$ cat src/rtl/cbf_pkg.sv
// Counting Bloom filter: shared constants, word types and control types.
// No dependencies; used by every module of the block but cbf_ram.
`default_nettype none

package cbf_pkg;

  localparam int unsigned NUM_COUNTERS   = 1024;
  localparam int unsigned NUM_HASHES     = 4;
  localparam int unsigned COUNTER_BITS   = 16;
  localparam int unsigned NUM_IDX_INPUTS = 4;
  localparam int unsigned NH_USED        =
      (NUM_HASHES < NUM_IDX_INPUTS) ? NUM_HASHES : NUM_IDX_INPUTS;

  localparam int unsigned ADDR_W   = $clog2(NUM_COUNTERS);
  localparam int unsigned INDEX_W  = 10;
  localparam int unsigned AMOUNT_W = 16;
  localparam int unsigned COUNT_W  = 16;
  localparam int unsigned SEL_W    = $clog2(NUM_IDX_INPUTS);
  localparam int unsigned SUM_W    =
      ((COUNTER_BITS > AMOUNT_W) ? COUNTER_BITS : AMOUNT_W) + 1;

  localparam logic [COUNTER_BITS-1:0] CMAX = '1;

  typedef enum logic [2:0] {
    ACT_ADD   = 3'd0,
    ACT_CONS  = 3'd1,
    ACT_FILL  = 3'd2,
    ACT_QUERY = 3'd3,
    ACT_DEC   = 3'd4,
    ACT_CLEAR = 3'd5
  } action_e;

  typedef struct packed {
    logic [2:0]          action;
    logic [INDEX_W-1:0]  index_0;
    logic [INDEX_W-1:0]  index_1;
    logic [INDEX_W-1:0]  index_2;
    logic [INDEX_W-1:0]  index_3;
    logic [AMOUNT_W-1:0] amount;
  } in_word_t;

  typedef struct packed {
    logic [COUNT_W-1:0] count;
    logic               overflow;
  } out_word_t;

  typedef enum logic [3:0] {
    ST_INIT,
    ST_IDLE,
    ST_DECODE,
    ST_ARD,
    ST_AWR,
    ST_MRD,
    ST_MCAP,
    ST_MCALC,
    ST_MWR,
    ST_DRD,
    ST_DWR,
    ST_CLR,
    ST_DONE
  } state_e;

  typedef enum logic {
    ASEL_HASH,
    ASEL_SWEEP
  } addr_sel_e;

  typedef enum logic [1:0] {
    WR_ZERO,
    WR_ADD,
    WR_DEC,
    WR_TARGET
  } wr_mode_e;

  typedef struct packed {
    logic      ram_re;
    logic      ram_we;
    addr_sel_e addr_sel;
    wr_mode_e  wr_mode;
    logic      latch_item;
    logic      hash_clr;
    logic      hash_inc;
    logic      sweep_inc;
    logic      add_step;
    logic      min_step;
    logic      calc_target;
    logic      load_out;
  } ctrl_cmd_t;

  typedef struct packed {
    action_e action;
    logic    amount_zero;
    logic    hash_last;
    logic    sweep_last;
    logic    cons_sat;
  } ctrl_status_t;

endpackage

`default_nettype wire

$ cat src/rtl/cbf_ctrl.sv
// Counting Bloom filter controller: sequencing state machine and handshakes.
// Depends on cbf_pkg; drives cbf_dp through ctrl_cmd_t.
`default_nettype none

module cbf_ctrl (
  input  wire logic                  clk_i,
  input  wire logic                  rst_ni,
  input  wire logic                  in_valid_i,
  output logic                       in_ready_o,
  output logic                       out_valid_o,
  input  wire logic                  out_ready_i,
  input  wire cbf_pkg::ctrl_status_t status_i,
  output cbf_pkg::ctrl_cmd_t         cmd_o
);

  cbf_pkg::state_e state_q, state_d;
  logic            out_valid_q, out_valid_d;
  logic            out_free;

  assign out_free   = !out_valid_q || out_ready_i;
  assign in_ready_o = (state_q == cbf_pkg::ST_IDLE);

  always_comb begin
    state_d = state_q;
    case (state_q)
      cbf_pkg::ST_INIT: begin
        if (status_i.sweep_last) state_d = cbf_pkg::ST_IDLE;
      end
      cbf_pkg::ST_IDLE: begin
        if (in_valid_i) state_d = cbf_pkg::ST_DECODE;
      end
      cbf_pkg::ST_DECODE: begin
        case (status_i.action)
          cbf_pkg::ACT_ADD:   state_d = cbf_pkg::ST_ARD;
          cbf_pkg::ACT_CONS,
          cbf_pkg::ACT_FILL,
          cbf_pkg::ACT_QUERY: state_d = cbf_pkg::ST_MRD;
          cbf_pkg::ACT_DEC: begin
            state_d = status_i.amount_zero ? cbf_pkg::ST_DONE : cbf_pkg::ST_DRD;
          end
          cbf_pkg::ACT_CLEAR: state_d = cbf_pkg::ST_CLR;
          default:            state_d = cbf_pkg::ST_DONE;
        endcase
      end
      cbf_pkg::ST_ARD: state_d = cbf_pkg::ST_AWR;
      cbf_pkg::ST_AWR: begin
        state_d = status_i.hash_last ? cbf_pkg::ST_DONE : cbf_pkg::ST_ARD;
      end
      cbf_pkg::ST_MRD: state_d = cbf_pkg::ST_MCAP;
      cbf_pkg::ST_MCAP: begin
        if (!status_i.hash_last) begin
          state_d = cbf_pkg::ST_MRD;
        end else if (status_i.action == cbf_pkg::ACT_QUERY) begin
          state_d = cbf_pkg::ST_DONE;
        end else begin
          state_d = cbf_pkg::ST_MCALC;
        end
      end
      cbf_pkg::ST_MCALC: begin
        if (status_i.action == cbf_pkg::ACT_CONS && status_i.cons_sat) begin
          state_d = cbf_pkg::ST_DONE;
        end else begin
          state_d = cbf_pkg::ST_MWR;
        end
      end
      cbf_pkg::ST_MWR: begin
        if (status_i.hash_last) state_d = cbf_pkg::ST_DONE;
      end
      cbf_pkg::ST_DRD: state_d = cbf_pkg::ST_DWR;
      cbf_pkg::ST_DWR: begin
        state_d = status_i.sweep_last ? cbf_pkg::ST_DONE : cbf_pkg::ST_DRD;
      end
      cbf_pkg::ST_CLR: begin
        if (status_i.sweep_last) state_d = cbf_pkg::ST_DONE;
      end
      cbf_pkg::ST_DONE: begin
        if (out_free) state_d = cbf_pkg::ST_IDLE;
      end
      default: state_d = cbf_pkg::ST_INIT;
    endcase
  end

  always_comb begin
    cmd_o          = '0;
    cmd_o.addr_sel = cbf_pkg::ASEL_HASH;
    cmd_o.wr_mode  = cbf_pkg::WR_ZERO;
    case (state_q)
      cbf_pkg::ST_INIT, cbf_pkg::ST_CLR: begin
        cmd_o.ram_we    = 1'b1;
        cmd_o.addr_sel  = cbf_pkg::ASEL_SWEEP;
        cmd_o.wr_mode   = cbf_pkg::WR_ZERO;
        cmd_o.sweep_inc = 1'b1;
      end
      cbf_pkg::ST_IDLE: begin
        cmd_o.latch_item = in_valid_i;
      end
      cbf_pkg::ST_ARD, cbf_pkg::ST_MRD: begin
        cmd_o.ram_re = 1'b1;
      end
      cbf_pkg::ST_AWR: begin
        cmd_o.ram_we   = 1'b1;
        cmd_o.wr_mode  = cbf_pkg::WR_ADD;
        cmd_o.add_step = 1'b1;
        cmd_o.hash_inc = 1'b1;
      end
      cbf_pkg::ST_MCAP: begin
        cmd_o.min_step = 1'b1;
        cmd_o.hash_inc = 1'b1;
      end
      cbf_pkg::ST_MCALC: begin
        cmd_o.calc_target = 1'b1;
        cmd_o.hash_clr    = 1'b1;
      end
      cbf_pkg::ST_MWR: begin
        cmd_o.ram_we   = 1'b1;
        cmd_o.wr_mode  = cbf_pkg::WR_TARGET;
        cmd_o.hash_inc = 1'b1;
      end
      cbf_pkg::ST_DRD: begin
        cmd_o.ram_re   = 1'b1;
        cmd_o.addr_sel = cbf_pkg::ASEL_SWEEP;
      end
      cbf_pkg::ST_DWR: begin
        cmd_o.ram_we    = 1'b1;
        cmd_o.addr_sel  = cbf_pkg::ASEL_SWEEP;
        cmd_o.wr_mode   = cbf_pkg::WR_DEC;
        cmd_o.sweep_inc = 1'b1;
      end
      cbf_pkg::ST_DONE: begin
        cmd_o.load_out = out_free;
      end
      default: begin
      end
    endcase
  end

  always_comb begin
    out_valid_d = out_valid_q;
    if (cmd_o.load_out) begin
      out_valid_d = 1'b1;
    end else if (out_ready_i) begin
      out_valid_d = 1'b0;
    end
  end

  always_ff @(posedge clk_i or negedge rst_ni) begin
    if (!rst_ni) begin
      state_q     <= cbf_pkg::ST_INIT;
      out_valid_q <= 1'b0;
    end else begin
      state_q     <= state_d;
      out_valid_q <= out_valid_d;
    end
  end

  assign out_valid_o = out_valid_q;

endmodule

`default_nettype wire

$ cat config.mk
export PLATFORM = sky130hd
export DESIGN_NAME = cbf_ctrl
export DESIGN_NICKNAME = d
export VERILOG_FILES = /design/src/rtl/cbf_pkg.sv /design/src/rtl/cbf_ctrl.sv
export SDC_FILE = /design/constraint.sdc
export NUM_CORES = 1
export LEC_CHECK = 0
export BUFFER_PORTS_ARGS = -buffer_cell sky130_fd_sc_hd__buf_4
export CORE_MARGIN = 8
export CORE_UTILIZATION = 35
export CTS_BUF_LIST = sky130_fd_sc_hd__clkbuf_8
export DETAILED_ROUTE_END_ITERATION = 6
export MAX_ROUTING_LAYER = met4
export PLACE_DENSITY = 0.72
export SLEW_MARGIN = 20
export SYNTH_ARGS = -nofsm -noshare
export SYNTH_HDL_FRONTEND = slang
export SYNTH_SLANG_ARGS = --single-unit
$ cat constraint.sdc
create_clock -name clk_i -period 1.6 [get_ports clk_i]
set_input_delay 0.08 -clock clk_i [delete_from_list [all_inputs] [get_ports clk_i]]
set_output_delay 0.08 -clock clk_i [all_outputs]
set_load 0.005 [all_outputs]
==> Word level (Yosys, flattened, before mapping) <==
Cells that the tools add are included.
Widths: inputs -> output; s select.
{ "totals": {"mem_count": 0, "reg_bits": 5, "elab_cells": 63, "latchBits": 0, "romBits": 0, "mem_bits_rw": 0, "inputBits": 11} }
{ "classes": {"addsub": 0, "bitwise": 0, "shifts": 0, "div": 0, "reduce_logical": 13, "n_mux": 26, "multipliers": 0, "n_lt_le_gt_ge": 0, "eq_ne": 22} }
{ "ops": {"columns": ["cell", "count"], "rows": [
  ["$pmux 4 s13", 1],
  ["$mux 4", 8],
  ["$eq 4x4->1 const B", 5],
  ["$eq 4x3->1 const B", 4],
  ["$pmux 4 s4", 1],
  ["$mux 1", 12],
  ["$reduce_or 3->1", 4],
  ["$ne 2x2->1 const B", 5],
  ["$mux 3", 3],
  ["$eq 4x2->1 const B", 2],
  ["$eq 3x2->1 const B", 2],
  ["$eq 3x3->1 const B", 2],
  ["$pmux 2 s3", 1],
  ["$reduce_and 5->1", 1],
  ["$reduce_or 5->1", 1],
  ["$eq 4x1->1 const B", 1],
  ["$logic_not 4->1", 1],
  ["$reduce_or 4->1", 1],
  ["$eq 3x1->1 const B", 1],
  ["$logic_not 3->1", 1],
  ["$reduce_bool 2->1", 1],
  ["$logic_and 1x1->1", 1],
  ["$logic_not 1->1", 1],
  ["$logic_or 1x1->1", 1]
]} }

==> Longest topological paths before layout <==
{ "depth": {"depth_word": 4, "mapped_depth": 6, "ltp_nobuf": 5} }

==> Least setup slack after synthesis <==
No wires, ideal clock.
{ "synth_path": {"path_type": "reg2reg", "from": "register state_q[0]", "to": "register state_q[2]", "arrival_ns": 1.169, "path_stages_with_launch": 6, "slack_ns": 0.301, "path_buffers": 0, "path_cell_list": "dfrtp_1 > or2_1 > a21oi_1 > nor2_1 > o311ai_1 > nand3_1"} }
{ "synth_between": {"elab_chain_cells": 3, "word_cells_on_any_way": 20, "classes_between": "eq/ne (17); mux (1); reduce/logical (2)"} }
{ "synth_rtl": {"columns": ["element", "line", "text"], "rows": [
  ["from (decl)", "cbf_ctrl.sv:16", "cbf_pkg::state_e state_q, state_d;"],
  ["from (signal assigned)", "cbf_ctrl.sv:148", "state_q <= cbf_pkg::ST_INIT;"],
  ["from (signal assigned)", "cbf_ctrl.sv:151", "state_q <= state_d;"],
  ["$eq 4x4->1 (tied with other cells)", "cbf_ctrl.sv:25", "case (state_q)"],
  ["$ne 2x2->1 (no source line)", null, null],
  ["$reduce_and 5->1 (no source line)", null, null]
]} }
Parallel ways exist; a longest one is shown, timed or not.
A chain may end at the register's enable or synchronous reset.

==> summary.txt <==
Clocking
  • CTS max path bufs: 2
  • CTS H-tree depth: 1
  • TritonCTS clock tree: built
  • Clock-pin slew on the worst setup and hold paths: 40 ps
  • Clock sink total: 5
  • CTS buffer count: 3
  • Clk root buf: clkbuf_8
  • Worst skew pair latency: 220 ps

Logic synthesis
  • Post-synth top area cell: dfrtp_1
  • Synthesized net count: 110
  • Largest family of logic cells by synthesized area: simple AND/OR/NAND/NOR gates
  • Synth Area per Inst: 6.597 sq um
  • Most frequent cell after synthesis: nor2_1
  • Post-synthesis register bit count: 5
  • Simple-gate share of the synthesized area: 36.97%
  • Compound-Gate Fraction of Synth Area: 31.42%
  • Post-synth EDFFs: 0
  • Mapped Cells: 99
  • Share of the synthesized area in the top cell type: 19.16%
  • Post-synthesis mux area share: 1.533%
  • Post-synthesis xor/xnor area fraction: 0%
  • Top FF cell, synth: dfrtp_1
  • Dominant cells by area after synthesis: dfrtp_1, nor2_1, nand2_1
  • Yosys cell types: 34
  • Post-synthesis async set-or-reset flop share: 100.0%
  • Yosys warns: 0
  • Synthesized-area fraction occupied by adder cells: 0%
  • Synth Cell Area: 653.1 sq um
  • Sequential element share of the synthesized area: 19.16%
  • Top cells by count, synth: nor2_1, nand2_1, buf_2

STA
  • Slew HR: 75.85%
  • Fin. Hold Viols: 0
  • RSZ-0062 raised after global routing: yes
  • Fin Clk Skew: 6.376 ps
  • Hold Slack: 195.6 ps
  • Final setup margin: 40.68 ps
  • Max frequency: 0.6413 GHz
  • Slew of the pin with the lowest slew margin: 357.3 ps
  • Final Slew Violations: 0
  • Fin crit share: 97.46%
  • Final setup fails: 0
  • Post-layout min period: 1559 ps

Drt
  • Total number of vias: 942
  • Routed Antenna Nets: 0
  • DR DRC count: 0
  • Final wirelength: 2609 um
  • DR iter-0 viols: 74
  • Vias per cell: 5.779
  • DR WL/cell: 16.01 um
  • 1st-pass router iterations: 5

Floorplanning
  • Initial Util: 37.42%
  • Die width: 59.20 um
  • Core area: 1745 sq um
  • IO Count: 26
  • Die Ht: 59.20 um
  • Die area: 3505 sq um
  • Site Rows: 15

Setup path
  • Reg2reg setup slack: 70 ps
  • Worst R2R Path Depth: 7
  • CP Class: flop to output pin
  • Req. time, crit path: 1520 ps
  • Worst Setup End Kind: output pin
  • Critical Path AT: 1480 ps
  • Reg2reg start: state_q[3]$_DFFE_PN0P_
  • Reg2reg end: state_q[0]$_DFFE_PN0P_
  • Worst-path fanout max: 6
  • Startpoint types: flop

Cells and area
  • Antenna cell count: 0
  • Nets: 150
  • Synthesis-to-finish area growth: 57.66%
  • Fillers: 160
  • Non-filler cells, final: 163
  • Share of cells above drive strength 1: 39.86%

Run
  • Max-cap violation count: 0

Min path
  • Worst min-delay path category: input pin to async pin

GRT
  • GRT overflow: 0
  • First-pass GRT wire length: 3698 um
  • Vias in the first global route: 813
  • Largest net degree at the start of global routing: 17
  • Initial antenna violation count: 0
  • GRT Total Usage: 13.24%

Place
  • Setup WS pre-CTS: 108.7 ps
  • Dpl cells: 148
  • Gpl congestion: 1.005
  • IO buf count: 25
  • HPWL Detailed: 1749 um

Power and ir drop
  • Max VDD drop: 867.4 uV
  • PwrDens: 1913 nW/um^2
  • Leakage Power: 0.4767 nW

Run status
  • Outcome: completed
## cells by family (layout without fill, tap and decap cells)
group	Yosys count	in the layout
simple gates	50	50
mux	1	1
buf+inv	13	52
compound gates	30	30
flops	5	5
## worst max-delay path: stages, from the launching register on
cell,delay (ps)
dfrtp_2,440
buf_12,150
buf_4,130
nand2_1,50
a21oi_1,70
or2_2,270
buf_4,140
## stage by stage
step	utilization (%)	total power, mW	cell area, sq um	TNS [ps]
global placement	50.18	1.480	875.8	0
detailed placement	50.18	1.479	875.8	0
finish	59.00	1.970	1030	0
global route	59.00	2.107	1030	-28.43
CTS	53.62	1.727	935.9	0
floorplan	-	1.004	653.1	0
## flip-flops by register name, indices dropped and copies added (netlist names)
| register | cells |
|---|---|
| state_q | 4 |
| out_valid_o | 1 |
## power by group
| part | leakage, nW | internal [mW] | switching [mW] |
|---|---|---|---|
| registers | 0.0592 | 0.191 | 0.106 |
| logic | 0.391 | 0.736 | 0.706 |
| clock network | 0.0269 | 0.165 | 0.0664 |
## metal layers
layer | routed length, um | share of wire (%) | up-vias | GRT usage, %
met1 | 1014 | 39 | 429 | 16.65
met3 | 286 | 11 | 8 | 2.603
met5 | 0 | 0 | - | -
met2 | 1271 | 49 | 70 | 21.88
met4 | 36 | 1.4 | 0 | 1.365
li1 | - | - | 435 | -
## layout by cell type (no fill, tap or decap), types with 2 or more instances in the layout
cell type | Yosys | final
nor3b_1 | 3 | 3
nand3_1 | 3 | 3
buf_4 | 2 | 41
nor2_1 | 16 | 16
a21oi_1 | 5 | 5
o21bai_1 | 2 | 2
nor3_1 | 2 | 2
nand2_1 | 14 | 13
clkbuf_8 | 0 | 3
o21ai_0 | 4 | 4
a31oi_1 | 3 | 3
nor2b_1 | 5 | 5
dfrtp_2 | 0 | 4
o31ai_1 | 3 | 3
o211ai_1 | 3 | 3
inv_1 | 2 | 3
inv_2 | 2 | 2
and3_1 | 2 | 2
o32ai_1 | 2 | 2
## final cells by class
| cell class | instances | area [sq um] | share of cell area [%] |
|---|---|---|---|
| timing repair buffer | 44 | 349.1 | 33.90 |
| inverter | 4 | 15.01 | 1.458 |
| clock buffer | 3 | 41.29 | 4.010 |
| tap | 25 | 31.28 | 3.038 |
| clock inverter | 1 | 3.754 | 0.3645 |
| sequential | 5 | 130.1 | 12.64 |
| multi-input combinational | 81 | 459.2 | 44.59 |
## worst max path at each step
stage | end | slack (ps) | startpoint | depth (start not counted)
floorplan | state_q[2]$_DFFE_PN0P_ | 300 | state_q[0]$_DFFE_PN0P_ | 5
global placement | state_q[3]$_DFFE_PN0P_ | 60 | state_q[2]$_DFFE_PN0P_ | 4
detailed placement | cmd_o[5] | 110 | state_q[3]$_DFFE_PN0P_ | 5
CTS | cmd_o[5] | 10 | state_q[2]$_DFFE_PN0P_ | 5
global route | cmd_o[1] | -9 | state_q[3]$_DFFE_PN0P_ | 5
finish | cmd_o[5] | 40 | state_q[3]$_DFFE_PN0P_ | 6
## what timing repair did
| item | in CTS | in global routing |
|---|---|---|
| endpoints found under the setup margin | 4 | 3 |
| setup buffers | 0 | 10 |
| hold buffers | 1 | 0 |
| gates resized for setup | 4 | 2 |
| endpoints found under the hold margin | 5 | 0 |
Note: power is estimated with default switching activity, not from simulation.
