## config.mk

```make
export PLATFORM = sky130hd
export DESIGN_NAME = cbf_dp
export DESIGN_NICKNAME = d
export VERILOG_FILES = /design/src/rtl/cbf_pkg.sv /design/src/rtl/cbf_dp.sv
export SDC_FILE = /design/constraint.sdc
export NUM_CORES = 1
export LEC_CHECK = 0
export BUFFER_PORTS_ARGS = -buffer_cell sky130_fd_sc_hd__buf_2
export CAP_MARGIN = 30
export CORE_ASPECT_RATIO = 0.75
export CORE_MARGIN = 5
export CORE_UTILIZATION = 45
export CTS_BUF_LIST = sky130_fd_sc_hd__clkbuf_16
export DETAILED_ROUTE_END_ITERATION = 16
export GPL_ROUTABILITY_DRIVEN = 0
export PLACE_DENSITY_LB_ADDON = 0.3
export RECOVER_POWER = 50
export SYNTH_ARGS = -nofsm -noshare
export SYNTH_HDL_FRONTEND = slang
export SYNTH_SLANG_ARGS = --single-unit
```

## constraint.sdc

```tcl
create_clock -name clk_i -period 3.7 [get_ports clk_i]
set_input_delay 0.37 -clock clk_i [delete_from_list [all_inputs] [get_ports clk_i]]
set_output_delay 0.37 -clock clk_i [all_outputs]
set_load 0.01 [all_outputs]
```

## src/rtl/cbf_pkg.sv

```systemverilog
// Counting Bloom filter: shared constants, word types and control types.
// No dependencies; used by every module of the block but cbf_ram.
`default_nettype none

package cbf_pkg;

  localparam int unsigned NUM_COUNTERS   = 1024;
  localparam int unsigned NUM_HASHES     = 4;
  localparam int unsigned COUNTER_BITS   = 16;
  localparam int unsigned NUM_IDX_INPUTS = 4;
  localparam int unsigned NH_USED        =
      (NUM_HASHES < NUM_IDX_INPUTS) ? NUM_HASHES : NUM_IDX_INPUTS;

  localparam int unsigned ADDR_W   = $clog2(NUM_COUNTERS);
  localparam int unsigned INDEX_W  = 10;
  localparam int unsigned AMOUNT_W = 16;
  localparam int unsigned COUNT_W  = 16;
  localparam int unsigned SEL_W    = $clog2(NUM_IDX_INPUTS);
  localparam int unsigned SUM_W    =
      ((COUNTER_BITS > AMOUNT_W) ? COUNTER_BITS : AMOUNT_W) + 1;

  localparam logic [COUNTER_BITS-1:0] CMAX = '1;

  typedef enum logic [2:0] {
    ACT_ADD   = 3'd0,
    ACT_CONS  = 3'd1,
    ACT_FILL  = 3'd2,
    ACT_QUERY = 3'd3,
    ACT_DEC   = 3'd4,
    ACT_CLEAR = 3'd5
  } action_e;

  typedef struct packed {
    logic [2:0]          action;
    logic [INDEX_W-1:0]  index_0;
    logic [INDEX_W-1:0]  index_1;
    logic [INDEX_W-1:0]  index_2;
    logic [INDEX_W-1:0]  index_3;
    logic [AMOUNT_W-1:0] amount;
  } in_word_t;

  typedef struct packed {
    logic [COUNT_W-1:0] count;
    logic               overflow;
  } out_word_t;

  typedef enum logic [3:0] {
    ST_INIT,
    ST_IDLE,
    ST_DECODE,
    ST_ARD,
    ST_AWR,
    ST_MRD,
    ST_MCAP,
    ST_MCALC,
    ST_MWR,
    ST_DRD,
    ST_DWR,
    ST_CLR,
    ST_DONE
  } state_e;

  typedef enum logic {
    ASEL_HASH,
    ASEL_SWEEP
  } addr_sel_e;

  typedef enum logic [1:0] {
    WR_ZERO,
    WR_ADD,
    WR_DEC,
    WR_TARGET
  } wr_mode_e;

  typedef struct packed {
    logic      ram_re;
    logic      ram_we;
    addr_sel_e addr_sel;
    wr_mode_e  wr_mode;
    logic      latch_item;
    logic      hash_clr;
    logic      hash_inc;
    logic      sweep_inc;
    logic      add_step;
    logic      min_step;
    logic      calc_target;
    logic      load_out;
  } ctrl_cmd_t;

  typedef struct packed {
    action_e action;
    logic    amount_zero;
    logic    hash_last;
    logic    sweep_last;
    logic    cons_sat;
  } ctrl_status_t;

endpackage

`default_nettype wire

```

## src/rtl/cbf_dp.sv

```systemverilog
// Counting Bloom filter datapath: item and accumulator registers, counter
// arithmetic and counter-store addressing. Depends on cbf_pkg.
`default_nettype none

module cbf_dp (
  input  wire logic                                 clk_i,
  input  wire logic                                 rst_ni,
  input  wire cbf_pkg::in_word_t                    in_data_i,
  input  wire cbf_pkg::ctrl_cmd_t                   cmd_i,
  output cbf_pkg::ctrl_status_t                     status_o,
  output logic                                      ram_we_o,
  output logic                                      ram_re_o,
  output logic [cbf_pkg::ADDR_W-1:0]                ram_addr_o,
  output logic [cbf_pkg::COUNTER_BITS-1:0]          ram_wdata_o,
  input  wire logic [cbf_pkg::COUNTER_BITS-1:0]     ram_rdata_i,
  output cbf_pkg::out_word_t                        out_data_o
);

  cbf_pkg::in_word_t                 item_q;
  cbf_pkg::out_word_t                out_q;
  cbf_pkg::action_e                  action;
  logic [cbf_pkg::SEL_W-1:0]         hash_q, hash_d;
  logic [cbf_pkg::ADDR_W-1:0]        sweep_q, sweep_d;
  logic [cbf_pkg::COUNTER_BITS-1:0]  vals_q [cbf_pkg::NUM_IDX_INPUTS];
  logic [cbf_pkg::COUNTER_BITS-1:0]  x_q, m_q, t_q;
  logic                              ovf_q;
  logic [cbf_pkg::ADDR_W-1:0]        idx_a [cbf_pkg::NUM_IDX_INPUTS];

  logic [cbf_pkg::SUM_W-1:0]         rd_ext, amt_ext, cmax_ext, add_sum, fill_sum;
  logic                              add_sat, fill_sat, tgt_cond, sweep_last;
  logic [cbf_pkg::COUNTER_BITS-1:0]  add_val, dec_val, res_count;

  assign action = cbf_pkg::action_e'(item_q.action);

  assign idx_a[0] = cbf_pkg::ADDR_W'(item_q.index_0);
  assign idx_a[1] = cbf_pkg::ADDR_W'(item_q.index_1);
  assign idx_a[2] = cbf_pkg::ADDR_W'(item_q.index_2);
  assign idx_a[3] = cbf_pkg::ADDR_W'(item_q.index_3);

  assign rd_ext   = cbf_pkg::SUM_W'(ram_rdata_i);
  assign amt_ext  = cbf_pkg::SUM_W'(item_q.amount);
  assign cmax_ext = cbf_pkg::SUM_W'(cbf_pkg::CMAX);

  assign add_sum  = rd_ext + amt_ext;
  assign add_sat  = add_sum > cmax_ext;
  assign add_val  = add_sat ? cbf_pkg::CMAX : add_sum[cbf_pkg::COUNTER_BITS-1:0];
  assign dec_val  = (rd_ext <= amt_ext) ? '0
                  : cbf_pkg::COUNTER_BITS'(rd_ext - amt_ext);
  assign fill_sum = cbf_pkg::SUM_W'(m_q) + amt_ext;
  assign fill_sat = fill_sum > cmax_ext;

  // conservative add raises counters at the minimum; fill raises those below
  assign tgt_cond = (action == cbf_pkg::ACT_CONS) ? (vals_q[hash_q] == m_q)
                                                  : (vals_q[hash_q] < t_q);

  assign sweep_last = (sweep_q == cbf_pkg::ADDR_W'(cbf_pkg::NUM_COUNTERS - 1));

  always_comb begin
    ram_re_o   = cmd_i.ram_re;
    ram_we_o   = cmd_i.ram_we && (cmd_i.wr_mode != cbf_pkg::WR_TARGET || tgt_cond);
    ram_addr_o = (cmd_i.addr_sel == cbf_pkg::ASEL_SWEEP) ? sweep_q : idx_a[hash_q];
    case (cmd_i.wr_mode)
      cbf_pkg::WR_ZERO:   ram_wdata_o = '0;
      cbf_pkg::WR_ADD:    ram_wdata_o = add_val;
      cbf_pkg::WR_DEC:    ram_wdata_o = dec_val;
      cbf_pkg::WR_TARGET: ram_wdata_o = t_q;
      default:            ram_wdata_o = '0;
    endcase
  end

  always_comb begin
    status_o.action      = action;
    status_o.amount_zero = (item_q.amount == '0);
    status_o.hash_last   = (hash_q == cbf_pkg::SEL_W'(cbf_pkg::NH_USED - 1));
    status_o.sweep_last  = sweep_last;
    status_o.cons_sat    = (m_q == cbf_pkg::CMAX);
  end

  always_comb begin
    hash_d = hash_q;
    if (cmd_i.latch_item || cmd_i.hash_clr) begin
      hash_d = '0;
    end else if (cmd_i.hash_inc) begin
      hash_d = hash_q + 1'b1;
    end
    sweep_d = sweep_q;
    if (cmd_i.latch_item) begin
      sweep_d = '0;
    end else if (cmd_i.sweep_inc) begin
      sweep_d = sweep_last ? '0 : sweep_q + 1'b1;
    end
  end

  always_ff @(posedge clk_i or negedge rst_ni) begin
    if (!rst_ni) begin
      hash_q  <= '0;
      sweep_q <= '0;
    end else begin
      hash_q  <= hash_d;
      sweep_q <= sweep_d;
    end
  end

  always_comb begin
    case (action)
      cbf_pkg::ACT_ADD:   res_count = ovf_q ? cbf_pkg::CMAX : x_q;
      cbf_pkg::ACT_CONS,
      cbf_pkg::ACT_FILL:  res_count = t_q;
      cbf_pkg::ACT_QUERY: res_count = m_q;
      default:            res_count = '0;
    endcase
  end

  always_ff @(posedge clk_i) begin
    if (cmd_i.latch_item) begin
      item_q <= in_data_i;
      x_q    <= cbf_pkg::CMAX;
      m_q    <= cbf_pkg::CMAX;
      ovf_q  <= 1'b0;
    end
    if (cmd_i.add_step) begin
      if (add_sat) begin
        ovf_q <= 1'b1;
      end else if (add_val < x_q) begin
        x_q <= add_val;
      end
    end
    if (cmd_i.min_step) begin
      vals_q[hash_q] <= ram_rdata_i;
      if (ram_rdata_i < m_q) m_q <= ram_rdata_i;
    end
    if (cmd_i.calc_target) begin
      if (action == cbf_pkg::ACT_CONS) begin
        if (m_q == cbf_pkg::CMAX) begin
          ovf_q <= 1'b1;
          t_q   <= cbf_pkg::CMAX;
        end else begin
          t_q <= m_q + 1'b1;
        end
      end else if (fill_sat) begin
        ovf_q <= 1'b1;
        t_q   <= cbf_pkg::CMAX;
      end else begin
        t_q <= fill_sum[cbf_pkg::COUNTER_BITS-1:0];
      end
    end
    if (cmd_i.load_out) begin
      out_q.count    <= cbf_pkg::COUNT_W'(res_count);
      out_q.overflow <= ovf_q;
    end
  end

  assign out_data_o = out_q;

endmodule

`default_nettype wire

```

---- Word level (Yosys, flattened, before mapping) ----
Memory sizes are Yosys's and may differ from the RTL's.
Cells that the tools add are included.
storage, ports and cells
  bits in registers ....................... 137
  memory bits (writable) .................. 64
  memories kept ........................... 1
operators by class
  add/sub/neg operators ................... 6
  $lt $le $gt $ge ......................... 7
  equality and inequality tests ........... 11
  muxes and demuxes ....................... 34
  bitwise operators ....................... 1
  reduce and logical (&&, ||, !) cells .... 9
memory list
  memory  words  width  rd ports  clocked after Yosys merged registers in  wr ports  RTL line      text
  vals_q  4      16     1         0                                        1         cbf_dp.sv:24  logic [cbf_pkg::COUNTER_BITS-1:0] vals_q [cbf_pkg::NUM_IDX_INPUTS];
operators with widths
  cell                                                                    count
  16-bit 2-to-1 mux                                                       13
  16-bit one-hot mux with 4 select lines                                  1
  10-bit 2-to-1 mux                                                       6
  16-bit less-than comparator                                             3
  16-bit one-hot mux with 3 select lines                                  1
  16-bit by 16-bit adder with 17-bit output                               2
  17-bit by 16-bit > comparator with 1-bit output, second input constant  2
  10-bit binary-select mux with 2-bit select                              1
  16-bit by 1-bit adder with 16-bit output, second input constant         1
  16-bit equality test                                                    1
  16-bit equality test, second input constant                             1
  16-bit <= comparator                                                    1
  16-bit logical NOT                                                      1
  16-bit subtractor                                                       1
  10-bit by 1-bit adder with 10-bit output, second input constant         1
  10-bit equality test, second input constant                             1
  1-bit 2-to-1 mux                                                        10
  2-bit equality test, second input constant                              3
  3-bit by 2-bit equality test with 1-bit output, second input constant   2
  2-bit 2-to-1 mux                                                        2
  2-bit nonzero test                                                      2
  3-bit by 1-bit equality test with 1-bit output, second input constant   1
  3-bit greater-or-equal comparator, second input constant                1
  3-bit logical NOT                                                       1
  other kinds (8)                                                         9

---- Depth between registers and ports, before layout ----
Gate-level depths: netlist of run 1.
  depth in word-level cells ............... 7
  mapped depth ............................ 19

---- Worst setup path before layout of run 1 ----
Ideal clock, no wire load.
  kind .................................... reg2reg
  from .................................... register item_q, in the netlist amt_ext[7]
  to ...................................... register x_q[11] (netlist name)
  library setup time ...................... 0.127 ns
  arrival time ............................ 3.696 ns
  required time ........................... 3.573 ns
  slack ................................... -0.123 ns
  cell stages (with the launch flop) ...... 20
  clock period less this slack ............ 3.823 ns
  cell sequence ........................... edfxtp_1 -> inv_1 -> ha_1 -> buf_4 -> nor2b_2 -> or4_4 -> o211ai_4 -> a31oi_4 -> nor2_8 -> buf_2 -> nand2_1 -> ha_1 -> a21oi_1 -> nand2_1 -> a221oi_1 -> o2111ai_1 -> a21oi_1 -> nand2_4 -> buf_6 -> mux2i_1
between the ends
  longest elaborated chain between the ends .. 7
ends and longest elaborated chain
  item                                             RTL line       text
  start: declaration                               cbf_dp.sv:19   cbf_pkg::in_word_t item_q;
  start signal: assignment                         cbf_dp.sv:116  item_q <= in_data_i;
  16-bit by 16-bit adder with 17-bit output (*)    cbf_dp.sv:44   assign add_sum = rd_ext + amt_ext;
  17-bit by 16-bit > comparator with 1-bit output  cbf_dp.sv:45   assign add_sat = add_sum > cmax_ext;
  16-bit 2-to-1 mux                                cbf_dp.sv:46   assign add_val = add_sat ? cbf_pkg::CMAX : add_sum[cbf_pkg::COUNTER_BITS-1:0];
  16-bit less-than comparator                      cbf_dp.sv:124  end else if (add_val < x_q) begin
  16-bit 2-to-1 mux                                cbf_dp.sv:124
  16-bit 2-to-1 mux (*)                            cbf_dp.sv:122  if (add_sat) begin
  16-bit 2-to-1 mux (*)                            cbf_dp.sv:121  if (cmd_i.add_step) begin
  end signal: assignment                           cbf_dp.sv:117  x_q <= cbf_pkg::CMAX;
  end signal: assignment                           cbf_dp.sv:125  x_q <= add_val;
  end: declaration                                 cbf_dp.sv:25   logic [cbf_pkg::COUNTER_BITS-1:0] x_q, m_q, t_q;
Mark *: on every way between the ends. The rest lies on a longest branch, timed or not.
A chain may end at the register's enable or synchronous reset.

---- Worst setup path after layout of run 1 ----
  from .................................... register item_q, in the netlist amt_ext[7]
  to ...................................... register x_q[12] (netlist name)
The elaborated chain is that of the path after synthesis.

==> results of run 1 <==
## power groups by stage
stage               Clock, W  Sequential, W  Combinational, W
finish               0.00213        0.00295           0.00274
global route         0.00228        0.00297           0.00297
CTS                  0.00217        0.00294           0.00247
detailed placement         0        0.00298           0.00237
global placement           0        0.00298           0.00231
floorplan                  0        0.00287           0.00155
## synthesized netlist by cell type (15+ instances only)
| cell | count | share of area [%] |
|---|---|---|
| nor2_1 | 112 | 3.3 |
| edfxtp_1 | 156 | 37 |
| nor4_1 | 15 | 0.75 |
| inv_1 | 102 | 3.0 |
| ha_1 | 99 | 9.9 |
| mux2i_1 | 34 | 2.7 |
| o21ai_0 | 54 | 2.2 |
| dfxtp_1 | 33 | 5.3 |
| nand3_1 | 24 | 0.96 |
| clkbuf_1 | 33 | 0.99 |
| mux4_2 | 26 | 4.7 |
| nand2_1 | 65 | 1.9 |
| xnor2_1 | 51 | 3.6 |
| nor3_1 | 27 | 1.1 |
| a21oi_1 | 66 | 2.6 |
| o22ai_1 | 17 | 0.85 |
| a21o_1 | 25 | 1.5 |
## metrics by stage
stage / setup slack (ns) / TNS [ns] / cells / hold WS, ns
floorplan: 0.00322 / 0 / 1191 / 0.0744
global placement: -0.263 / -4.02 / 1740 / 0.266
detailed placement: -0.392 / -5.93 / 1740 / 0.269
CTS: -0.0817 / -0.831 / 1793 / 0.00117
global route: -0.152 / -2.28 / 1814 / 0.000167
finish: 0.0133 / 0 / 1814 / 0.0239
## final cells by class
cell class	instances	share of cell area, %
Clock inverter	17	0.937
Clock buffer	22	3.52
Tap cell	357	2.86
Multi-Input combinational cell	831	42.7
Inverter	104	2.50
Sequential cell	201	36.2
Timing Repair Buffer	282	11.4
## cells by family (layout without fill, tap and decap cells)
family | Yosys count | in the layout | synth area share (%)
simple gates | 321 | 322 | 12.5
compound gates | 272 | 272 | 14.2
flops | 201 | 201 | 44.9
buf+inv | 160 | 425 | 5.18
fa+ha+maj | 102 | 102 | 10.3
mux | 71 | 71 | 8.35
xor+xnor | 64 | 64 | 4.46
## routing by layer
layer | global-route usage (%) | vias to the layer above | share of wire [%]
met5 | 0 | - | 0.018
met2 | 33.0 | 484 | 42
li1 | - | 4883 | -
met4 | 4.62 | 2 | 2.1
met1 | 37.8 | 5005 | 46
met3 | 4.36 | 61 | 10
## registers in the layout (all words and copies together), names as in the netlist
signal and flops:
idx_a 40, t_q 16, m_q 16, action 3, x_q 16, amt_ext 16, sweep_q 10, out_data_o 17
hash_q 2, vals_q 64, ovf_q 1
## worst register-to-register path, delay by kind of cell (launching register included)
family                   cells  cell delay, ns
AO/OA/AOI/OAI                6            1.31
buffers and inverters        2            0.25
flip-flops                   1            0.43
adder cells (fa/ha/maj)      2            0.52
AND/OR/NAND/NOR              6            0.94
multiplexers                 1            0.12
## worst max path at each step
| stage | endpoint | cells after the start | from |
|---|---|---|---|
| after floorplan | x_q[11]$_DFF_P_ | 19 | amt_ext[7]$_DFFE_PP_ |
| after global routing | x_q[12]$_DFF_P_ | 19 | amt_ext[0]$_DFFE_PP_ |
| after CTS | x_q[14]$_DFF_P_ | 19 | amt_ext[0]$_DFFE_PP_ |
| final | x_q[12]$_DFF_P_ | 17 | amt_ext[7]$_DFFE_PP_ |
| after global placement | x_q[1]$_DFF_P_ | 18 | ram_rdata_i[0] |
| after detailed placement | x_q[1]$_DFF_P_ | 18 | ram_rdata_i[0] |
## what timing repair did
action	in CTS	in global routing
endpoints found under the setup margin	30	31
setup buffers	4	18
hold endpoints to repair	20	3
pin swaps	17	29
hold buffers	9	3
gates cloned	1	0
resized for setup	20	61
==> results.md, run 1 <==
* Share of flip-flops with an asynchronous set or reset at ~6%
* Count of cell types in the netlist at 86
* Max stage delay on crit path at between 0.4 and 0.5 ns
* Most common cell after layout, fill and taps aside: edfxtp_1
* Most frequent cells in the layout: edfxtp_1 (156), buf_2 (120), nor2_1 (109), buf_4 (109), inv_1 (103)
* TritonRoute pass-1 iters at 6
* Worst reg2reg endpoint: x_q[12]$_DFF_P_
* Pwr Density at between 500 and 600 nW/um^2
* Crit path top cell by count: ha_4
* Final Hold Fails at 0
* Buffers plus inverters on the worst setup path at 2
* Total track usage at around a quarter
* Share of cells above drive strength 1 at a little over a quarter
* First-pass GRT wire length at just under 60000 um
* Synth Register Bits at 201
* # setup viols final at 0
* CP Max Fanout at 7
* Tmin final at approximately 3.7 ns
* RSZ-0062 raised after global routing: true
* Initial core utilization at 45.2%
* EDFF count, synth at between 150 and 200
* Antenna diode count at 0
* CP Launch Type: flip-flop
* Sw frac at roughly 34%
* Hold depth at 2
* Combined area of the multi-input logic cells at ~6700 um^2
* Pwr Total at 0.00782 W
* R2r startpoint: amt_ext[7]$_DFFE_PP_
* Max Freq at roughly 270 MHz
* Max Clock Skew at 0.0179 ns
* Clock power frac at 27.3%
* Max Buffers Root-to-Sink at 3
* Commonest register cell after synthesis: edfxtp_1
* Post-synthesis sequential area ratio at ~45%
* Die area at between 30000 and 40000 um^2
* Avg Inst Size Synth at 10.6 um^2
* Clk root buf: clkbuf_16
* Initial antenna violation count at 1
* Status: finished with violations
* Remaining global-route overflow at 0
* Leak at between 6 and 7 nW
* Synth warn at 0
* DPL Wire Length at between 20000 and 30000 um
* Total number of vias at around 10000
* Total CTS buffers at 22
* Finished Core Util at between 50% and 60%
* Reg clk slew, reported paths at approximately 0.07 ns
* Ports at 142
* DRC violations left at 0
* Area Growth Syn to Fin at 24.3%
* Largest net degree at the start of global routing at 65
* Fin. max-slew vios at 65
* Critical path class: reg2reg
* R2R depth at 17
* CTS tree: done
* Mapped cell area at between 10000 and 15000 um^2
* Max VDD drop at around 0.38 mV
* Sequential share of power at between 30% and 40%
* Post-Synthesis Cells at about 1200
* Post-Synthesis Net Count at ~1400
* Die Wd at a little over 200 um
* Fill cells at around 2300
* DP Area at around 14000 um^2
* Routed WL at approximately 38000 um
* CP max stage cell: or4_4
* Critical Path End Type: flip-flop
* Design area at 15600 um^2
* # rows at 53
* DRT iter0 DRCs at 1068
* Period utilization at approximately 100%
* Vias in the first global route at approximately 10000
* Worst skew pair latency at roughly 0.52 ns
* Internal at 0.00516 W
* Max cap viols at 1
* Req. time, crit path at between 4 and 5 ns
* Hold Path Sink: hash_q[0]$_DFFE_PN0P_
* Via/cell ratio at ~5.8
* Core area at 27800 um^2
* Hold Crit Class: in2reg
* Hold Startpoint: cmd_i[6]
* Measured slew at the worst slew-check pin at approximately 1.7 ns
* Sw power at around 0.0027 W
* Failing checks: capacitance limit, slew limit
* Comb power frac at about a third
* Worst EP arrival at roughly 4 ns
* Per-cell routed wire length at approximately 21 um
* Clock sinks at between 200 and 250
* IO Port Bufs at between 100 and 150
* Reg area at 5650 um^2
* Nets at 1634
* H-Tree Depth at 1
* Cell family with the largest share of critical-path delay: compound AO/OA/AOI/OAI gates
* CP cell instances: inv_1 -> ha_4 -> nor2b_2 -> or4_4 -> o211ai_4 -> a31oi_4 -> nor2_8 -> nand2_2 -> ha_4 -> a21oi_2 -> nand2_1 -> a221oi_2 -> o2111ai_2 -> a21oi_4 -> buf_6 -> nand2_8 -> mux2i_1
* Setup slack, reg-to-reg at 0.01 ns
* Antenna Violating Nets Remaining at 0
* Max_slew headroom at -15.5%
* Die H at between 150 and 200 um
(Power assumes the default switching activity.)
==> run 2, diff against run 1 <==
clock period = 4.45 ns   (was 3.7 ns; I/O delays follow)
==> run 2 against run 1 <==
Against the previous run:
- critical path depth fell by 6
- die area did not move
- largest power group unchanged
- via count fell by 5.7%
- the flow still finishes with violations (capacitance limit, slew limit)
- core utilization fell by 4.4 points
- setup slack improved by 0.18 ns
- design area fell by 7.9%
- power fell by 22%
==> results.md, run 2 (same netlist as run 1, synthesis figures left out) <==
* Worst EP arrival at between 3 and 4 ns
* Hold depth at 1
* RSZ-0062 raised after global routing: false
* Worst skew pair latency at 0.51 ns
* Max cap viols at 1
* Vias in the first global route at around 9300
* # rows at 53
* DPL Wire Length at 28500 um
* Final setup TNS at 0 ns
* Critical Path Stages at 11
* Clk root buf: clkbuf_16
* Hold Startpoint: in_data_i[52]
* Busiest grt layer: met1
* Remaining global-route overflow at 0
* M3 GR Usage at approximately 6.9%
* Largest net degree at the start of global routing at between 70 and 80
* Max Buffers Root-to-Sink at 3
* CP cell instances: inv_1 -> ha_1 -> buf_4 -> nand3_1 -> o21bai_1 -> a31o_1 -> a2111oi_0 -> or2_1 -> o32ai_1 -> o221ai_1 -> buf_2
* Status: finished with violations
* R2r startpoint: amt_ext[0]$_DFFE_PP_
* Cell family with the largest share of critical-path delay: compound AO/OA/AOI/OAI gates
* Max Clock Skew at between 0.015 and 0.02 ns
* Antenna Violating Nets Remaining at 0
* Max stage delay on crit path at between 0.9 and 1 ns
* H-Tree Depth at 1
* Nets at roughly 1500
* Hold Path Sink: idx_a[36]$_DFFE_PP_
* Setup slack, reg-to-reg at roughly 0.31 ns
* Total track usage at 22.5%
* Hold Crit Class: in2reg
* Via/cell ratio at between 5 and 6
* Per-cell routed wire length at between 20 and 25 um
* Failing checks: capacitance limit, slew limit
* Ports at about 140
* Max reg flops at 64
* Critical path class: reg2out
* Initial core utilization at a little under half
* # setup viols final at 0
* Die Wd at 203 um
* Pwr Density at roughly 420 nW/um^2
* R2R depth at 18
* First-pass GRT wire length at 54900 um
* Measured slew at the worst slew-check pin at approximately 3.9 ns
* Reg with most FFs: vals_q
* Leak at 6.19 nW
* Design area at about 14000 um^2
* Fin. max-slew vios at about 70
* Total number of vias at 9845
* Max Freq at ~230 MHz
* Most frequent cells in the layout: edfxtp_1 (156), nor2_1 (112), buf_2 (110), inv_1 (109), ha_1 (99)
* Period utilization at ~96%
* Core area at roughly 28000 um^2
* Max VDD drop at ~0.37 mV
* Met2 Usage GRT at a little under a third
* TritonRoute pass-1 iters at 5
* Routed WL at ~37000 um
* CP max stage cell: a2111oi_0
* Req. time, crit path at 4.01 ns
* Die H at about 150 um
* Critical Path End Type: output port
* Share of cells above drive strength 1 at between 10% and 20%
* Combined area of the multi-input logic cells at between 6000 and 7000 um^2
* Total CTS buffers at 22
* Clock sinks at ~200
* CP Max Fanout at 8
* DRT iter0 DRCs at 1072
* Final Hold Fails at 0
* Met1 GRT Util at between 30% and 40%
* Buffers plus inverters on the worst setup path at 3
* DP Area at approximately 14000 um^2
* Tmin final at around 4.3 ns
* Worst reg2reg endpoint: x_q[2]$_DFF_P_
* IO Port Bufs at approximately 140
* CTS tree: done
* Die area at 31400 um^2
* Reg clk slew, reported paths at ~0.060 ns
* DRC violations left at 0
* Initial antenna violation count at 0
* Most common cell after layout, fill and taps aside: edfxtp_1
* Area Growth Syn to Fin at 14.5%
* CP Launch Type: flip-flop
* Max_slew headroom at -162%
* Reg area at ~5600 um^2
* Fill cells at between 2000 and 2500
## run 2: cell count changes in the layout (fill, tap and decap cells not counted), moves of 6 or more
cell / previous run / this run
ha_4: 8 / 0
buf_4: 109 / 33
ha_1: 89 / 99
buf_2: 120 / 110
dlygate4sd3_1: 12 / 1
inv_1: 103 / 109
## run 2: cell type report
| type | instances | share of cell area, % |
|---|---|---|
| Antenna cell | 1 | 0.0174 |
| Clock buffer | 23 | 4.00 |
| Clock inverter | 17 | 0.869 |
| Inverter | 104 | 2.71 |
| Multi-Input combinational cell | 830 | 43.6 |
| Sequential cell | 201 | 39.2 |
| Tap cell | 357 | 3.10 |
| Timing Repair Buffer | 176 | 6.45 |
## run 2: stage by stage
step / hold WS (ns) / util (%) / instances / power (W) / setup WS [ns]
2_1_floorplan: 0.149 / - / 1191 / 0.00367 / 0.599
3_3_place_gp: 0.343 / 49.4 / 1666 / 0.00427 / 0.122
3_5_place_dp: 0.338 / 49.4 / 1666 / 0.00431 / 0.0560
4_1_cts: 0.0865 / 51.9 / 1707 / 0.00611 / 0.258
5_1_grt: 0.0901 / 51.8 / 1708 / 0.00643 / 0.0650
6_report: 0.110 / 51.8 / 1709 / 0.00611 / 0.195
## run 2: worst max-delay path by stage
stage,startpoint,to,slack (ns)
floorplan,ram_rdata_i[7],x_q[11]$_DFF_P_,0.60
global placement,ram_rdata_i[0],x_q[2]$_DFF_P_,0.12
detailed placement,ram_rdata_i[0],x_q[2]$_DFF_P_,0.06
CTS,amt_ext[0]$_DFFE_PP_,x_q[2]$_DFF_P_,0.26
global route,amt_ext[0]$_DFFE_PP_,x_q[1]$_DFF_P_,0.06
finish,amt_ext[2]$_DFFE_PP_,ram_wdata_o[15],0.19
## run 2: timing repair
action                                  in CTS  in global routing
buffers inserted                             0                  1
hold endpoints to repair                    12                  0
endpoints found under the setup margin       0                 15
hold buffers                                 1                  0
resized for setup                            0                  2
## run 2: report_power, final
part / switching [W] / internal (W) / leakage (nW) / total (W)
combinational: 0.00110 / 0.000780 / 3.91 / 0.00188
sequential: 0.000218 / 0.00225 / 1.92 / 0.00247
clock: 0.000720 / 0.00105 / 0.371 / 0.00177
total: 0.00203 / 0.00408 / 6.19 / 0.00611
## run 2: per-layer routing
metal	up-vias	part of all wire, %	routed length, um
li1	4669	-	-
met1	4690	46	17000
met2	443	40	14900
met3	43	12	4260
met4	0	1.7	621
met5	-	0	0
==> run 3, diff against run 2 <==
--- a/constraint.sdc
+++ b/constraint.sdc
@@ -3,2 +3,2 @@
 set_output_delay 0.445 -clock clk_i [all_outputs]
-set_load 0.01 [all_outputs]
+set_load 0.005 [all_outputs]
==> run 3 against run 2 <==
Against the previous run:
- the run still ends with capacitance limit, slew limit left
- global-route usage up 0.20 points
- maximum frequency grew 1.0%
- design area up 0.40%
- critical endpoint is now ram_wdata_o[2]
- largest cell class unchanged
==> results.md, run 3 (same netlist as run 1, synthesis figures left out) <==
* Crit path launch: amt_ext[10]$_DFFE_PP_
* # rows at between 50 and 60
* Share of cells above drive strength 1 at 17.6%
* CP Launch Type: flip-flop
* Period utilization at between 90 and 100%
* Remaining global-route overflow at 0
* Hold depth at 1
* Status: finished with violations
* Worst EP arrival at roughly 3.8 ns
* Final Hold Fails at 0
* CP max stage cell: nor4_1
* Initial core utilization at a little under half
* Max Buffers Root-to-Sink at 3
* Initial antenna violation count at 0
* Measured slew at the worst slew-check pin at approximately 1.8 ns
* Max Clock Skew at 0.0161 ns
* Hold Path Sink: idx_a[12]$_DFFE_PP_
* R2r startpoint: amt_ext[0]$_DFFE_PP_
* Failing checks: capacitance limit, slew limit
* Placed cells at ~1700
* Critical Path End Type: output port
* RSZ-0062 raised after global routing: false
* CP Max Fanout at 9
* Hold Startpoint: in_data_i[28]
* Cell family with the largest share of critical-path delay: simple AND/OR/NAND/NOR gates
* Req. time, crit path at roughly 4.0 ns
* Non-filler instance count after layout at around 1700
* Die area at around 31000 um^2
* TritonRoute pass-1 iters at 5
* Design area at about 14000 um^2
* Pwr Density at 430 nW/um^2
* CTS tree: done
* Core area at 27800 um^2
* Fill cells at roughly 2500
* Area Growth Syn to Fin at 15.0%
* Reg with most FFs: vals_q
* Most common cell after layout, fill and taps aside: edfxtp_1
* IO Port Bufs at between 100 and 150
* First-pass GRT wire length at about 55000 um
* Nets at 1527
* Routed WL at between 30000 and 40000 um
* Reg area at ~5600 um^2
* Hold Worst Slack at roughly 0.096 ns
* DP Area at approximately 14000 um^2
* # Post-CTS Setup Buffers at 0
* Hold Crit Class: in2reg
* Total track usage at between 20% and 30%
* Ports at approximately 140
* Buffers plus inverters on the worst setup path at 2
* DRT iter0 DRCs at approximately 1100
* Combined area of the multi-input logic cells at ~6300 um^2
* Worst skew pair latency at approximately 0.52 ns
* Tmin final at between 4 and 5 ns
* CP cell instances: inv_1 -> ha_1 -> nand4_1 -> nor4_1 -> a211oi_1 -> o21ai_1 -> and2_1 -> o221a_1 -> o22ai_1 -> buf_2
* Die Wd at between 200 and 250 um
* Critical Path Stages at 10
* Max_slew headroom at -17.1%
* Total number of vias at around 10000
* Total CTS buffers at 23
* Setup slack, reg-to-reg at a little under 0.3 ns
* Final setup TNS at 0 ns
* Max cap viols at 1
* Vias in the first global route at roughly 9300
* H-Tree Depth at 1
* Reg clk slew, reported paths at around 0.060 ns
* Clk root buf: clkbuf_16
* Max Freq at about 240 MHz
* DPL Wire Length at between 20000 and 30000 um
* Antenna Violating Nets Remaining at 0
* # setup viols final at 0
* Clock sinks at 201
* Die H at 155 um
* Antenna diode count at 0
* R2R depth at 17
* Largest net degree at the start of global routing at a little over 70
* Max VDD drop at just over 0.3 mV
* Via/cell ratio at 5.85
* Per-cell routed wire length at between 20 and 25 um
* Finished Core Util at between 50 and 60%
* Max reg flops at 64
* Max stage delay on crit path at between 0.6 and 0.7 ns
* DRC violations left at 0
* Most frequent cells in the layout: edfxtp_1 (156), buf_2 (115), nor2_1 (112), inv_1 (107), ha_1 (99)
* Critical path class: reg2out
* Worst reg2reg endpoint: x_q[2]$_DFF_P_
* Fin. max-slew vios at 35
* Leak at roughly 6.2 nW
==> run 3: changes by cell type in the layout (fill, tap and decap cells not counted), moves of 2 or more <==
cell | previous run | this run
inv_1 | 109 | 107
buf_4 | 33 | 31
clkinv_2 | 3 | 5
clkbuf_1 | 32 | 27
inv_6 | 0 | 2
buf_2 | 110 | 115
==> run 3: layout make-up <==
type | instances | share of cell area (%)
flip-flops and latches | 201 | 39.1
clock buffers | 23 | 3.98
clock inverters | 19 | 1.18
well taps | 357 | 3.09
multi-input cells | 831 | 43.6
inverters | 104 | 2.70
repair buffers | 174 | 6.36
==> run 3: layer usage <==
| layer | GRT usage (%) | vias up | wire, um |
|---|---|---|---|
| li1 | - | 4676 | - |
| met1 | 35.7 | 4810 | 17000 |
| met2 | 30.1 | 464 | 14600 |
| met3 | 7.73 | 49 | 4490 |
| met4 | 4.62 | 0 | 631 |
| met5 | 0 | - | 0 |
==> run 3: worst max-delay path by stage <==
stage / slack (ns) / endpoint
floorplan: 0.60 / x_q[11]$_DFF_P_
global placement: 0.12 / x_q[2]$_DFF_P_
detailed placement: 0.04 / x_q[2]$_DFF_P_
CTS: 0.22 / x_q[5]$_DFF_P_
global route: 0.006 / x_q[2]$_DFF_P_
finish: 0.24 / ram_wdata_o[2]
==> run 3: stage by stage <==
step           setup slack, ns  power (W)
5_1_grt                0.00582    0.00653
3_3_place_gp             0.123    0.00425
3_5_place_dp            0.0380    0.00429
2_1_floorplan            0.599    0.00365
6_report                 0.238    0.00621
4_1_cts                  0.220    0.00620
==> run 3: worst register-to-register path: stages (launching register included) <==
cell and delay (ns):
edfxtp_1 0.43, ha_1 0.22, inv_1 0.08, fa_1 0.26, nor2_1 0.09, o311a_1 0.43, o211ai_4 0.26, a31oi_4 0.19
nor2_8 0.30, nand2_1 0.11, ha_1 0.32, a21o_1 0.16, a31oi_1 0.14, o21ai_1 0.09, a211o_1 0.30, a21oi_2 0.30
nand2_4 0.19, mux2i_1 0.16
==> run 3: repair_timing <==
item | 4_1_cts | 5_1_grt
hold endpoints to repair | 12 | 0
hold buffers | 1 | 0
setup endpoints to repair | 0 | 16
gates resized for setup | 0 | 5
==> run 3: power by group <==
part | switching [W] | total, W | leakage (nW) | internal, W
clock network | 0.000762 | 0.00188 | 0.386 | 0.00112
logic | 0.00108 | 0.00186 | 3.92 | 0.000776
registers | 0.000227 | 0.00248 | 1.92 | 0.00225
total | 0.00207 | 0.00621 | 6.22 | 0.00414
